$ cat src/rtl/core/tcpopt_pkg.sv
// ----------------------------------------------------------------------------
// tcpopt_pkg
// Shared types, option codes and helpers for the TCP option parser/builder.
// ----------------------------------------------------------------------------
package tcpopt_pkg;

    // Size of the TCP options region; larger bytes_left values saturate to it
    localparam int unsigned MAX_OPTION_BYTES = 40;

    localparam int unsigned BYTES_LEFT_W = 6;
    localparam int unsigned REPLY_MAX    = 8;
    localparam int unsigned REPLY_IDX_W  = $clog2(REPLY_MAX);
    localparam int unsigned REPLY_CNT_W  = $clog2(REPLY_MAX + 1);
    localparam int unsigned ADDR_W       = 3;

    // Option kinds
    localparam logic [7:0] KIND_EOL     = 8'd0;
    localparam logic [7:0] KIND_NOP     = 8'd1;
    localparam logic [7:0] KIND_MSS     = 8'd2;
    localparam logic [7:0] KIND_WSCALE  = 8'd3;
    localparam logic [7:0] KIND_SACK_OK = 8'd4;

    // Option lengths
    localparam logic [7:0] LEN_MSS      = 8'd4;
    localparam logic [7:0] LEN_WSCALE   = 8'd3;
    localparam logic [7:0] LEN_SACK_OK  = 8'd2;
    localparam logic [7:0] LEN_MIN      = 8'd2;

    localparam logic [3:0]  PEER_SCALE_DEFAULT = 4'd7;
    localparam logic [15:0] LOCAL_MSS_RESET    = 16'd1460;
    localparam logic [3:0]  LOCAL_SHIFT_RESET  = 4'd0;

    // Register map: register index = paddr[2]
    typedef enum logic {
        REG_LOCAL_MSS   = 1'b0,
        REG_LOCAL_SHIFT = 1'b1
    } cfg_reg_t;

    typedef enum logic [2:0] {
        PH_KIND   = 3'd0,
        PH_LEN    = 3'd1,
        PH_MSS_HI = 3'd2,
        PH_MSS_LO = 3'd3,
        PH_SHIFT  = 3'd4,
        PH_SKIP   = 3'd5
    } phase_t;

    typedef enum logic {
        RES_SUMMARY = 1'b0,
        RES_BYTE    = 1'b1
    } res_kind_t;

    typedef struct packed {
        logic        mss_seen;
        logic [15:0] mss;
        logic        scale_seen;
        logic [7:0]  shift;
        logic        sack_seen;
    } peer_rec_t;

    typedef logic [REPLY_MAX-1:0][7:0] reply_bytes_t;

    typedef struct packed {
        reply_bytes_t             bytes;
        logic [REPLY_CNT_W-1:0]   count;
    } reply_t;

    // Padded reply length: MSS 4, scale 3, EOL 1, rounded up to 4
    function automatic logic [3:0] reply_size_f(input logic mss_seen,
                                                input logic scale_seen);
        logic [3:0] raw;
        raw = 4'd1 + (mss_seen ? 4'd4 : 4'd0) + (scale_seen ? 4'd3 : 4'd0);
        return (raw + 4'd3) & 4'b1100;
    endfunction

endpackage

$ cat src/rtl/core/tcp_option_parse_build.sv
// ----------------------------------------------------------------------------
// tcp_option_parse_build
// TCP header option parser with reply option builder.
// ----------------------------------------------------------------------------
// Input channel (in_valid/in_stall): one request per accepted cycle. With
// action 0 a request carries one received option byte and the count of
// option bytes left in the region; with action 1 it asks for the reply
// option bytes of a header with the given SYN and ACK flags.
// Output channel (out_valid/out_stall): a parse summary after each region
// end, or the reply bytes of a build request, one result per cycle unless
// the receiver stalls. The first result of a request is valid the cycle
// after it is accepted. A parse byte that does not end its region has no
// result and is taken every cycle even while the result register is full.
// A request with results is taken when the result register is empty or its
// last result is being taken in that same cycle, so summaries also stream
// at one per cycle unless the receiver stalls. A build request holds the
// result register until its 4 or 8 reply bytes are out; that paces builds.
// Reset clears the parse state and the peer record, loads local_mss with
// 1460 and the local shift with 0, and empties the result register. While
// the receiver stalls, the pending result holds and requests with results
// stall on the input side.
// Configuration: APB, local_mss at byte 0, local_shift_initial at byte 4.
// ----------------------------------------------------------------------------
module tcp_option_parse_build
(
    input  logic                                  clk,
    input  logic                                  rst_n,

    input  logic                                  in_valid,
    output logic                                  in_stall,
    input  logic                                  action,
    input  logic [7:0]                            opt_byte,
    input  logic [tcpopt_pkg::BYTES_LEFT_W-1:0]   bytes_left,
    input  logic                                  syn_flag,
    input  logic                                  ack_flag,

    output logic                                  out_valid,
    input  logic                                  out_stall,
    output logic                                  result_kind,
    output logic [7:0]                            out_byte,
    output logic                                  out_last,
    output logic                                  peer_mss_seen,
    output logic [15:0]                           peer_mss,
    output logic                                  peer_scale_seen,
    output logic [7:0]                            peer_shift,
    output logic                                  peer_sack_seen,
    output logic [3:0]                            reply_size,

    input  logic                                  psel,
    input  logic                                  penable,
    input  logic                                  pwrite,
    input  logic [tcpopt_pkg::ADDR_W-1:0]         paddr,
    input  logic [31:0]                           pwdata,
    output logic [31:0]                           prdata,
    output logic                                  pready
);
    import tcpopt_pkg::*;

    logic [15:0]  local_mss_reg, local_mss_next;
    logic [3:0]   shift_init_reg, shift_init_next;
    logic         cfg_wr;
    cfg_reg_t     cfg_sel;

    logic         in_accept;
    logic         has_result;
    logic         region_end;
    logic         out_done;

    peer_rec_t    peer_now;
    peer_rec_t    peer_next;
    logic [3:0]   local_shift;
    reply_t       reply;

    // ------------------------------------------------------------------
    // Configuration registers
    // ------------------------------------------------------------------
    assign pready  = 1'b1;
    assign cfg_sel = cfg_reg_t'(paddr[2]);
    assign cfg_wr  = psel && penable && pwrite && pready;

    always_comb
    begin
        local_mss_next  = local_mss_reg;
        shift_init_next = shift_init_reg;
        if (cfg_wr)
        begin
            unique case (cfg_sel)
                REG_LOCAL_MSS:   local_mss_next  = pwdata[15:0];
                REG_LOCAL_SHIFT: shift_init_next = pwdata[3:0];
                default:         local_mss_next  = local_mss_reg;
            endcase
        end
    end

    always_ff @(posedge clk or negedge rst_n)
    begin
        if (!rst_n)
        begin
            local_mss_reg  <= LOCAL_MSS_RESET;
            shift_init_reg <= LOCAL_SHIFT_RESET;
        end
        else
        begin
            local_mss_reg  <= local_mss_next;
            shift_init_reg <= shift_init_next;
        end
    end

    always_comb
    begin
        unique case (cfg_sel)
            REG_LOCAL_MSS:   prdata = {16'd0, local_mss_reg};
            REG_LOCAL_SHIFT: prdata = {28'd0, shift_init_reg};
            default:         prdata = 32'd0;
        endcase
    end

    // ------------------------------------------------------------------
    // Input handshake: hold only requests that produce results while the
    // result register is still draining.
    // ------------------------------------------------------------------
    assign region_end = (bytes_left <= BYTES_LEFT_W'(1));
    assign has_result = action ? (reply.count != '0) : region_end;
    assign in_stall   = out_valid && !out_done && has_result;
    assign in_accept  = in_valid && !in_stall;

    // ------------------------------------------------------------------
    // Parse state machine and peer record
    // ------------------------------------------------------------------
    tcpopt_parser u_parser
    (
        .clk           (clk),
        .rst_n         (rst_n),
        .step_en       (in_accept && !action),
        .opt_byte      (opt_byte),
        .bytes_left    (bytes_left),
        .cfg_shift_wr  (cfg_wr && (cfg_sel == REG_LOCAL_SHIFT)),
        .cfg_shift_val (pwdata[3:0]),
        .peer_now      (peer_now),
        .peer_next     (peer_next),
        .local_shift   (local_shift)
    );

    // ------------------------------------------------------------------
    // Reply byte list from the current peer record and own settings
    // ------------------------------------------------------------------
    tcpopt_reply_gen u_reply_gen
    (
        .syn_flag    (syn_flag),
        .ack_flag    (ack_flag),
        .mss_seen    (peer_now.mss_seen),
        .scale_seen  (peer_now.scale_seen),
        .local_mss   (local_mss_reg),
        .local_shift (local_shift),
        .reply       (reply)
    );

    // ------------------------------------------------------------------
    // Result register and burst drain
    // ------------------------------------------------------------------
    tcpopt_out_queue u_out_queue
    (
        .clk             (clk),
        .rst_n           (rst_n),
        .load            (in_accept && has_result),
        .load_reply      (action),
        .reply           (reply),
        .summary         (peer_next),
        .out_stall       (out_stall),
        .out_valid       (out_valid),
        .done            (out_done),
        .result_kind     (result_kind),
        .out_byte        (out_byte),
        .out_last        (out_last),
        .peer_mss_seen   (peer_mss_seen),
        .peer_mss        (peer_mss),
        .peer_scale_seen (peer_scale_seen),
        .peer_shift      (peer_shift),
        .peer_sack_seen  (peer_sack_seen),
        .reply_size      (reply_size)
    );

    // ------------------------------------------------------------------
    // Assertions
    // ------------------------------------------------------------------
    // A region end always leaves a summary in the result register.
    assert property (@(posedge clk) disable iff (!rst_n)
        (in_accept && !action && region_end) |=> (out_valid && !result_kind))
    else $error("region end did not produce a summary");

    // A SYN without ACK always opens its reply with the MSS option.
    assert property (@(posedge clk) disable iff (!rst_n)
        (in_accept && action && syn_flag && !ack_flag)
        |=> (out_valid && result_kind && (out_byte == KIND_MSS)))
    else $error("SYN reply does not start with MSS");

    // A summary is a single result with an aligned reply size.
    assert property (@(posedge clk) disable iff (!rst_n)
        (out_valid && !result_kind)
        |-> (out_last && ((reply_size == 4'd4) || (reply_size == 4'd8))))
    else $error("malformed parse summary");

    // A reply burst ends with EOL.
    assert property (@(posedge clk) disable iff (!rst_n)
        (out_valid && result_kind && out_last) |-> (out_byte == KIND_EOL))
    else $error("reply burst not closed by EOL");

endmodule

$ cat src/rtl/core/tcpopt_parser.sv
// ----------------------------------------------------------------------------
// tcpopt_parser
// Option byte state machine and peer record; one byte per step.
// ----------------------------------------------------------------------------
module tcpopt_parser
(
    input  logic                                  clk,
    input  logic                                  rst_n,
    input  logic                                  step_en,
    input  logic [7:0]                            opt_byte,
    input  logic [tcpopt_pkg::BYTES_LEFT_W-1:0]   bytes_left,
    input  logic                                  cfg_shift_wr,
    input  logic [3:0]                            cfg_shift_val,
    output tcpopt_pkg::peer_rec_t                 peer_now,
    output tcpopt_pkg::peer_rec_t                 peer_next,
    output logic [3:0]                            local_shift
);
    import tcpopt_pkg::*;

    localparam logic [BYTES_LEFT_W-1:0] MAX_LEFT = BYTES_LEFT_W'(MAX_OPTION_BYTES);

    phase_t                  phase_reg, phase_next;
    logic [7:0]              kind_reg, kind_next;
    logic [7:0]              skip_reg, skip_next;
    logic [BYTES_LEFT_W-1:0] kleft_reg, kleft_next;
    logic [7:0]              mss_hi_reg, mss_hi_next;
    logic                    stopped_reg, stopped_next;
    peer_rec_t               peer_reg, peer_nx;
    logic [3:0]              lshift_reg, lshift_next;
    logic [BYTES_LEFT_W-1:0] left_sat;
    logic                    region_end;
    logic                    scale_hit;

    assign left_sat   = (bytes_left > MAX_LEFT) ? MAX_LEFT : bytes_left;
    assign region_end = (left_sat <= BYTES_LEFT_W'(1));

    always_comb
    begin
        phase_next   = phase_reg;
        kind_next    = kind_reg;
        skip_next    = skip_reg;
        kleft_next   = kleft_reg;
        mss_hi_next  = mss_hi_reg;
        stopped_next = stopped_reg;
        peer_nx      = peer_reg;
        scale_hit    = 1'b0;

        if (!stopped_reg)
        begin
            unique case (phase_reg)
                PH_KIND:
                begin
                    if (opt_byte == KIND_EOL)
                    begin
                        stopped_next = 1'b1;
                    end
                    else if (opt_byte != KIND_NOP)
                    begin
                        kind_next  = opt_byte;
                        kleft_next = left_sat;
                        phase_next = PH_LEN;
                    end
                end
                PH_LEN:
                begin
                    if (opt_byte > {2'b00, kleft_reg})
                    begin
                        stopped_next = 1'b1;
                    end
                    else if (kind_reg == KIND_MSS)
                    begin
                        if (opt_byte == LEN_MSS) phase_next = PH_MSS_HI;
                        else stopped_next = 1'b1;
                    end
                    else if (kind_reg == KIND_WSCALE)
                    begin
                        if (opt_byte == LEN_WSCALE) phase_next = PH_SHIFT;
                        else stopped_next = 1'b1;
                    end
                    else if (kind_reg == KIND_SACK_OK)
                    begin
                        if (opt_byte == LEN_SACK_OK)
                        begin
                            peer_nx.sack_seen = 1'b1;
                            phase_next        = PH_KIND;
                        end
                        else
                        begin
                            stopped_next = 1'b1;
                        end
                    end
                    else if (opt_byte < LEN_MIN)
                    begin
                        // unknown kind with length 0 or 1 cannot advance
                        stopped_next = 1'b1;
                    end
                    else if (opt_byte == LEN_MIN)
                    begin
                        phase_next = PH_KIND;
                    end
                    else
                    begin
                        skip_next  = opt_byte - LEN_MIN;
                        phase_next = PH_SKIP;
                    end
                end
                PH_MSS_HI:
                begin
                    mss_hi_next = opt_byte;
                    phase_next  = PH_MSS_LO;
                end
                PH_MSS_LO:
                begin
                    peer_nx.mss      = {mss_hi_reg, opt_byte};
                    peer_nx.mss_seen = 1'b1;
                    phase_next       = PH_KIND;
                end
                PH_SHIFT:
                begin
                    peer_nx.shift      = opt_byte;
                    peer_nx.scale_seen = 1'b1;
                    scale_hit          = 1'b1;
                    phase_next         = PH_KIND;
                end
                PH_SKIP:
                begin
                    if (skip_reg != 8'd0)
                        skip_next = skip_reg - 8'd1;
                    if (skip_next == 8'd0)
                        phase_next = PH_KIND;
                end
                default:
                begin
                    phase_next = PH_KIND;
                end
            endcase
        end

        // rearm at the end of the region
        if (region_end)
        begin
            phase_next   = PH_KIND;
            stopped_next = 1'b0;
            skip_next    = 8'd0;
        end

        lshift_next = lshift_reg;
        if (step_en && scale_hit)
            lshift_next = PEER_SCALE_DEFAULT;
        else if (cfg_shift_wr && !peer_reg.scale_seen)
            lshift_next = cfg_shift_val;
    end

    always_ff @(posedge clk or negedge rst_n)
    begin
        if (!rst_n)
        begin
            phase_reg   <= PH_KIND;
            kind_reg    <= 8'd0;
            skip_reg    <= 8'd0;
            kleft_reg   <= '0;
            mss_hi_reg  <= 8'd0;
            stopped_reg <= 1'b0;
            peer_reg    <= '0;
            lshift_reg  <= LOCAL_SHIFT_RESET;
        end
        else
        begin
            lshift_reg <= lshift_next;
            if (step_en)
            begin
                phase_reg   <= phase_next;
                kind_reg    <= kind_next;
                skip_reg    <= skip_next;
                kleft_reg   <= kleft_next;
                mss_hi_reg  <= mss_hi_next;
                stopped_reg <= stopped_next;
                peer_reg    <= peer_nx;
            end
        end
    end

    assign peer_now    = peer_reg;
    assign peer_next   = peer_nx;
    assign local_shift = lshift_reg;

endmodule

$ cat src/rtl/core/tcpopt_reply_gen.sv
// ----------------------------------------------------------------------------
// tcpopt_reply_gen
// Reply option byte list for a build request: MSS, window scale, padding.
// ----------------------------------------------------------------------------
module tcpopt_reply_gen
(
    input  logic                 syn_flag,
    input  logic                 ack_flag,
    input  logic                 mss_seen,
    input  logic                 scale_seen,
    input  logic [15:0]          local_mss,
    input  logic [3:0]           local_shift,
    output tcpopt_pkg::reply_t   reply
);
    import tcpopt_pkg::*;

    logic send_mss;
    logic send_scale;

    assign send_mss   = syn_flag && (mss_seen || !ack_flag);
    assign send_scale = syn_flag && (scale_seen || !ack_flag);

    always_comb
    begin
        reply.bytes = '0;
        reply.count = '0;
        priority if (send_mss)
        begin
            reply.bytes[0] = KIND_MSS;
            reply.bytes[1] = LEN_MSS;
            reply.bytes[2] = local_mss[15:8];
            reply.bytes[3] = local_mss[7:0];
            if (send_scale)
            begin
                reply.bytes[4] = KIND_WSCALE;
                reply.bytes[5] = LEN_WSCALE;
                reply.bytes[6] = {4'd0, local_shift};
            end
            else
            begin
                reply.bytes[4] = KIND_NOP;
                reply.bytes[5] = KIND_NOP;
                reply.bytes[6] = KIND_NOP;
            end
            reply.bytes[7] = KIND_EOL;
            reply.count    = REPLY_CNT_W'(8);
        end
        else if (send_scale)
        begin
            reply.bytes[0] = KIND_WSCALE;
            reply.bytes[1] = LEN_WSCALE;
            reply.bytes[2] = {4'd0, local_shift};
            reply.bytes[3] = KIND_EOL;
            reply.count    = REPLY_CNT_W'(4);
        end
        else
        begin
            reply.count = '0;
        end
    end

endmodule

$ cat src/rtl/core/tcpopt_out_queue.sv
// ----------------------------------------------------------------------------
// tcpopt_out_queue
// Result register: holds one summary or one reply burst, drains a byte a cycle unless stalled.
// ----------------------------------------------------------------------------
module tcpopt_out_queue
(
    input  logic                     clk,
    input  logic                     rst_n,
    input  logic                     load,
    input  logic                     load_reply,
    input  tcpopt_pkg::reply_t       reply,
    input  tcpopt_pkg::peer_rec_t    summary,
    input  logic                     out_stall,
    output logic                     out_valid,
    output logic                     done,
    output logic                     result_kind,
    output logic [7:0]               out_byte,
    output logic                     out_last,
    output logic                     peer_mss_seen,
    output logic [15:0]              peer_mss,
    output logic                     peer_scale_seen,
    output logic [7:0]               peer_shift,
    output logic                     peer_sack_seen,
    output logic [3:0]               reply_size
);
    import tcpopt_pkg::*;

    logic                    busy_reg, busy_next;
    logic [REPLY_IDX_W-1:0]  idx_reg, idx_next;
    res_kind_t               kind_reg;
    reply_bytes_t            bytes_reg;
    logic [REPLY_CNT_W-1:0]  cnt_reg;
    peer_rec_t               sum_reg;
    logic [3:0]              size_reg;
    logic                    is_byte;
    logic                    taken;

    assign is_byte  = (kind_reg == RES_BYTE);
    assign out_last = is_byte ? ({1'b0, idx_reg} == (cnt_reg - REPLY_CNT_W'(1))) : 1'b1;
    assign taken    = busy_reg && !out_stall;
    assign done     = taken && out_last;

    always_comb
    begin
        busy_next = busy_reg;
        idx_next  = idx_reg;
        if (load)
        begin
            busy_next = 1'b1;
            idx_next  = '0;
        end
        else if (done)
        begin
            busy_next = 1'b0;
        end
        else if (taken)
        begin
            idx_next = idx_reg + REPLY_IDX_W'(1);
        end
    end

    always_ff @(posedge clk or negedge rst_n)
    begin
        if (!rst_n)
        begin
            busy_reg <= 1'b0;
            idx_reg  <= '0;
        end
        else
        begin
            busy_reg <= busy_next;
            idx_reg  <= idx_next;
        end
    end

    always_ff @(posedge clk)
    begin
        if (load)
        begin
            kind_reg  <= load_reply ? RES_BYTE : RES_SUMMARY;
            bytes_reg <= reply.bytes;
            cnt_reg   <= reply.count;
            sum_reg   <= summary;
            size_reg  <= reply_size_f(summary.mss_seen, summary.scale_seen);
        end
    end

    assign out_valid       = busy_reg;
    assign result_kind     = is_byte;
    assign out_byte        = is_byte ? bytes_reg[idx_reg] : 8'd0;
    assign peer_mss_seen   = is_byte ? 1'b0  : sum_reg.mss_seen;
    assign peer_mss        = is_byte ? 16'd0 : sum_reg.mss;
    assign peer_scale_seen = is_byte ? 1'b0  : sum_reg.scale_seen;
    assign peer_shift      = is_byte ? 8'd0  : sum_reg.shift;
    assign peer_sack_seen  = is_byte ? 1'b0  : sum_reg.sack_seen;
    assign reply_size      = is_byte ? 4'd0  : size_reg;

endmodule

$ cat config.mk
export PLATFORM = sky130hd
export DESIGN_NAME = tcp_option_parse_build
export DESIGN_NICKNAME = d
export VERILOG_FILES = /design/src/rtl/core/tcpopt_pkg.sv /design/src/rtl/core/tcp_option_parse_build.sv /design/src/rtl/core/tcpopt_parser.sv /design/src/rtl/core/tcpopt_reply_gen.sv /design/src/rtl/core/tcpopt_out_queue.sv
export SDC_FILE = /design/constraint.sdc
export NUM_CORES = 1
export LEC_CHECK = 0
export ABC_AREA = 0
export BUFFER_PORTS_ARGS = -buffer_cell sky130_fd_sc_hd__buf_2
export CORE_UTILIZATION = 51
export CTS_CLUSTER_DIAMETER = 40
export DETAILED_ROUTE_END_ITERATION = 10
export GPL_TIMING_DRIVEN = 0
export PLACE_DENSITY_LB_ADDON = 0.3
export SYNTH_ARGS = -nofsm -noshare
export SYNTH_HDL_FRONTEND = slang
export SYNTH_SLANG_ARGS = --single-unit
$ cat constraint.sdc
create_clock -name clk -period 2.9 [get_ports clk]
set_input_delay 0.29 -clock clk [delete_from_list [all_inputs] [get_ports clk]]
set_output_delay 0.29 -clock clk [all_outputs]
set_load 0.005 [all_outputs]
==> impl_metrics.env <==
export IMPL_status="completed"
export IMPL_rsz0062_at_grt="false"
export IMPL_synth_top_cell_by_area="dfrtp_1"
export IMPL_cp_required_ns=3.20
export IMPL_arrival_ns=3.01
export IMPL_tightest_slew_ns=0.8277
export IMPL_finalCriticalPeriod_ns=2.707
export IMPL_drtAntennaViolNets=0
export IMPL_post_cts_buffers=0
export IMPL_row_count=43
export IMPL_hold_violations=0
export IMPL_synth_distinct_cells=70
export IMPL_synth_warnings=0
export IMPL_synth_avg_cell_area_sq_um=11.88
export IMPL_hold_class="in2reg"
export IMPL_fillers=1114
export IMPL_core_area_sq_um=14100
export IMPL_rr_worst_depth=9
export IMPL_grt_pass1_vias=5079
export IMPL_hold_depth=1
export IMPL_pre_cts_ws_ns=-0.08950
export IMPL_fin_crit_sh_pct=93.36
export IMPL_die_h_um=122.9
export IMPL_vias_per_cell=5.617
export IMPL_max_freq_mhz=369.3
export IMPL_fin_util_pct=62.58
export IMPL_ys_flop_type="dfrtp_1"
export IMPL_synth_top_area_share_pct=27.84
export IMPL_grt_busiest_layer="met2"
export IMPL_overflow=0
export IMPL_drive_gt1_share_pct=35.10
export IMPL_routed_via_count=5364
export IMPL_use_met3_pct=6.042
export IMPL_grt_pass1_wl_mm=26.09
export IMPL_clk_pin_slew_ns=0.06
export IMPL_cts_buffers=17
export IMPL_cts_tree="built"
export IMPL_async_reset_ff_share_pct=61.38
export IMPL_antenna_found_initial=0
export IMPL_critPathLaunchType="register"
export IMPL_first_iter_violations=465
export IMPL_setup_viol=0
export IMPL_r2r_start="u_parser.kleft_reg[3]$_DFFE_PN0P_"
export IMPL_synth_edf_count=56
export IMPL_initial_utilization_pct=52.92
export IMPL_cp_max_fo=10
export IMPL_critPathCaptureType="register"
export IMPL_power_density_nw_per_um2=808.2
export IMPL_r2r_end="u_parser.skip_reg[2]$_DFFE_PN0P_"
export IMPL_cts_root_buffer="clkbuf_16"
export IMPL_grt_start_max_net_pins=60
export IMPL_die_w_um=122.9
export IMPL_fin_skew_ns=0.01026
export IMPL_clock_latency_ns=0.42
export IMPL_cts_htree_levels=4
export IMPL_ys_top_cells_by_area="dfrtp_1, edfxtp_1, mux2_2"
export IMPL_relSlewSlack_pct=44.82
export IMPL_drt_wirelength_per_cell_um=17.33
export IMPL_drt_total_wl_mm=16.55
export IMPL_crit_type="reg2reg"
export IMPL_grtUsageTotal_pct=23.16
export IMPL_clk_path_buf_depth=2
export IMPL_diodes=0
export IMPL_synth_area_sq_um=7460
export IMPL_ys_ff_latch=145
export IMPL_routabilityCongestion=0.9329
export IMPL_grt_util_met1_pct=28.71
export IMPL_cts_sinks=145
export IMPL_min_to="u_out_queue.result_kind$_DFFE_PP_"
export IMPL_fin_nets=831
export IMPL_reg2reg_slack_ns=0.19
export IMPL_port_buffers=96
export IMPL_min_delay_start="action"
export IMPL_drtPass1Iterations=5
export IMPL_pin_count=135
export IMPL_maxCapViolCount=0
export IMPL_drc_errors=0
export IMPL_finalPower_mw=7.129
export IMPL_grtUsageMet2_pct=38.73
export IMPL_peakVddDrop_mv=0.5697
export IMPL_area_growth_syn_to_layout_pct=18.25
export IMPL_worst_slack_ns=0.1925
export IMPL_syn_instance_count=628
export IMPL_yosysSeqAreaShare_pct=52.50
export IMPL_drv_slew=0
export IMPL_post_dp_hpwl_mm=11.54
export IMPL_dieArea_sq_um=15110
export IMPL_leakage_nw=3.934
-- cell type report --
class | instances | area (sq um) | share of cell area, %
Multi-Input combinational cell | 430 | 3247 | 36.81
Timing Repair Buffer | 98 | 520.5 | 5.901
Sequential cell | 145 | 3916 | 44.40
Clock inverter | 8 | 55.05 | 0.6241
Inverter | 20 | 75.07 | 0.8511
Tap cell | 180 | 225.2 | 2.553
Buffer | 50 | 290.3 | 3.291
Clock buffer | 24 | 491.7 | 5.574
-- cells in the mapped netlist (9+ instances only) --
master and n:
nand2_1 32, nor3_1 10, o21ai_0 23, and3_1 18, ha_1 10, nor2b_1 46, a21oi_1 14, buf_4 23
mux2i_1 11, edfxtp_1 56, mux2_2 82, clkbuf_1 19, inv_1 20, dfrtp_1 83, and2_1 9, nand3_1 17
nor2_1 34
-- metal layers --
metal,share of wire (%),wire length [um]
met5,0,0
met4,1.9,309
met3,6.1,1009
met2,50,8221
met1,42,7006
-- metrics by stage --
stage	cells	instance area, sq um	hold slack [ns]	TNS (ns)
detailed placement	922	8260	0.2958	-4.664
floorplan	645	7525	-0.005591	0
global placement	921	8230	0.4798	-2.773
CTS	955	8821	0.08321	0
global route	955	8821	0.08056	0
finish	955	8821	0.09299	0
-- how the worst max path moves through the flow --
| stage | start | end | slack [ns] | cells past startpoint |
|---|---|---|---|---|
| floorplan | u_out_queue.idx_reg[0]$_DFFE_PN0P_ | u_out_queue.bytes_reg[10]$_SDFFCE_PP1P_ | 0.43 | 5 |
| global placement | u_out_queue.idx_reg[0]$_DFFE_PN0P_ | u_out_queue.sum_reg[22]$_DFFE_PP_ | -0.05 | 5 |
| detailed placement | u_out_queue.idx_reg[0]$_DFFE_PN0P_ | u_out_queue.sum_reg[12]$_DFFE_PP_ | -0.09 | 5 |
| CTS | u_parser.kleft_reg[3]$_DFFE_PN0P_ | u_parser.skip_reg[2]$_DFFE_PN0P_ | 0.21 | 9 |
| global route | u_parser.kleft_reg[3]$_DFFE_PN0P_ | u_parser.skip_reg[2]$_DFFE_PN0P_ | 0.06 | 9 |
| finish | u_parser.kleft_reg[3]$_DFFE_PN0P_ | u_parser.skip_reg[2]$_DFFE_PN0P_ | 0.19 | 9 |
-- cells in the final DEF (no fill, tap or decap), types with 9 or more instances in the layout --
cell       instances
nand3_1           17
edfxtp_1          56
and3_1            17
buf_2            102
and2_1             9
clkbuf_1          22
dfrtp_1           83
conb_1            19
o21ai_0           23
mux2_2            82
buf_4             24
nor3_1            10
inv_1             20
nor2b_1           46
clkbuf_16         17
nand2_1           32
a21oi_1           14
ha_1              10
nor2_1            34
mux2i_1           11
-- cells by family (layout without fill, tap and decap cells) --
group | after synthesis | count (layout) | synth area share [%]
xor gates and xnor gates | 10 | 10 | 1.174
other | 2 | 19 | 0.1007
AOI/OAI and AO/OA | 81 | 81 | 7.800
muxes | 103 | 103 | 16.07
DFF | 145 | 145 | 52.50
and+or+nand+nor | 207 | 207 | 15.78
buffers and inverters | 70 | 200 | 4.898
adders and majority gates | 10 | 10 | 1.677
-- power by group --
part | leakage, nW | internal [mW] | switching (mW)
registers | 1.64 | 2.72 | 0.382
logic | 2.02 | 1.03 | 0.998
clock network | 0.270 | 1.18 | 0.817
-- critical path: stages, from the launching register on --
cell and delay [ns]:
dfrtp_1 0.37, inv_1 0.05, ha_1 0.30, and4b_1 0.20
o211a_1 0.21, o21ai_1 0.25, a41oi_1 0.22, nor3_2 0.56
o32ai_1 0.19, a32o_1 0.24
-- repair_timing --
action,CTS,global route
gates resized for setup,1,0
hold buffers,1,0
hold endpoints to repair,34,0
setup endpoints to repair,57,0
Power figures use the tool's default switching activity.
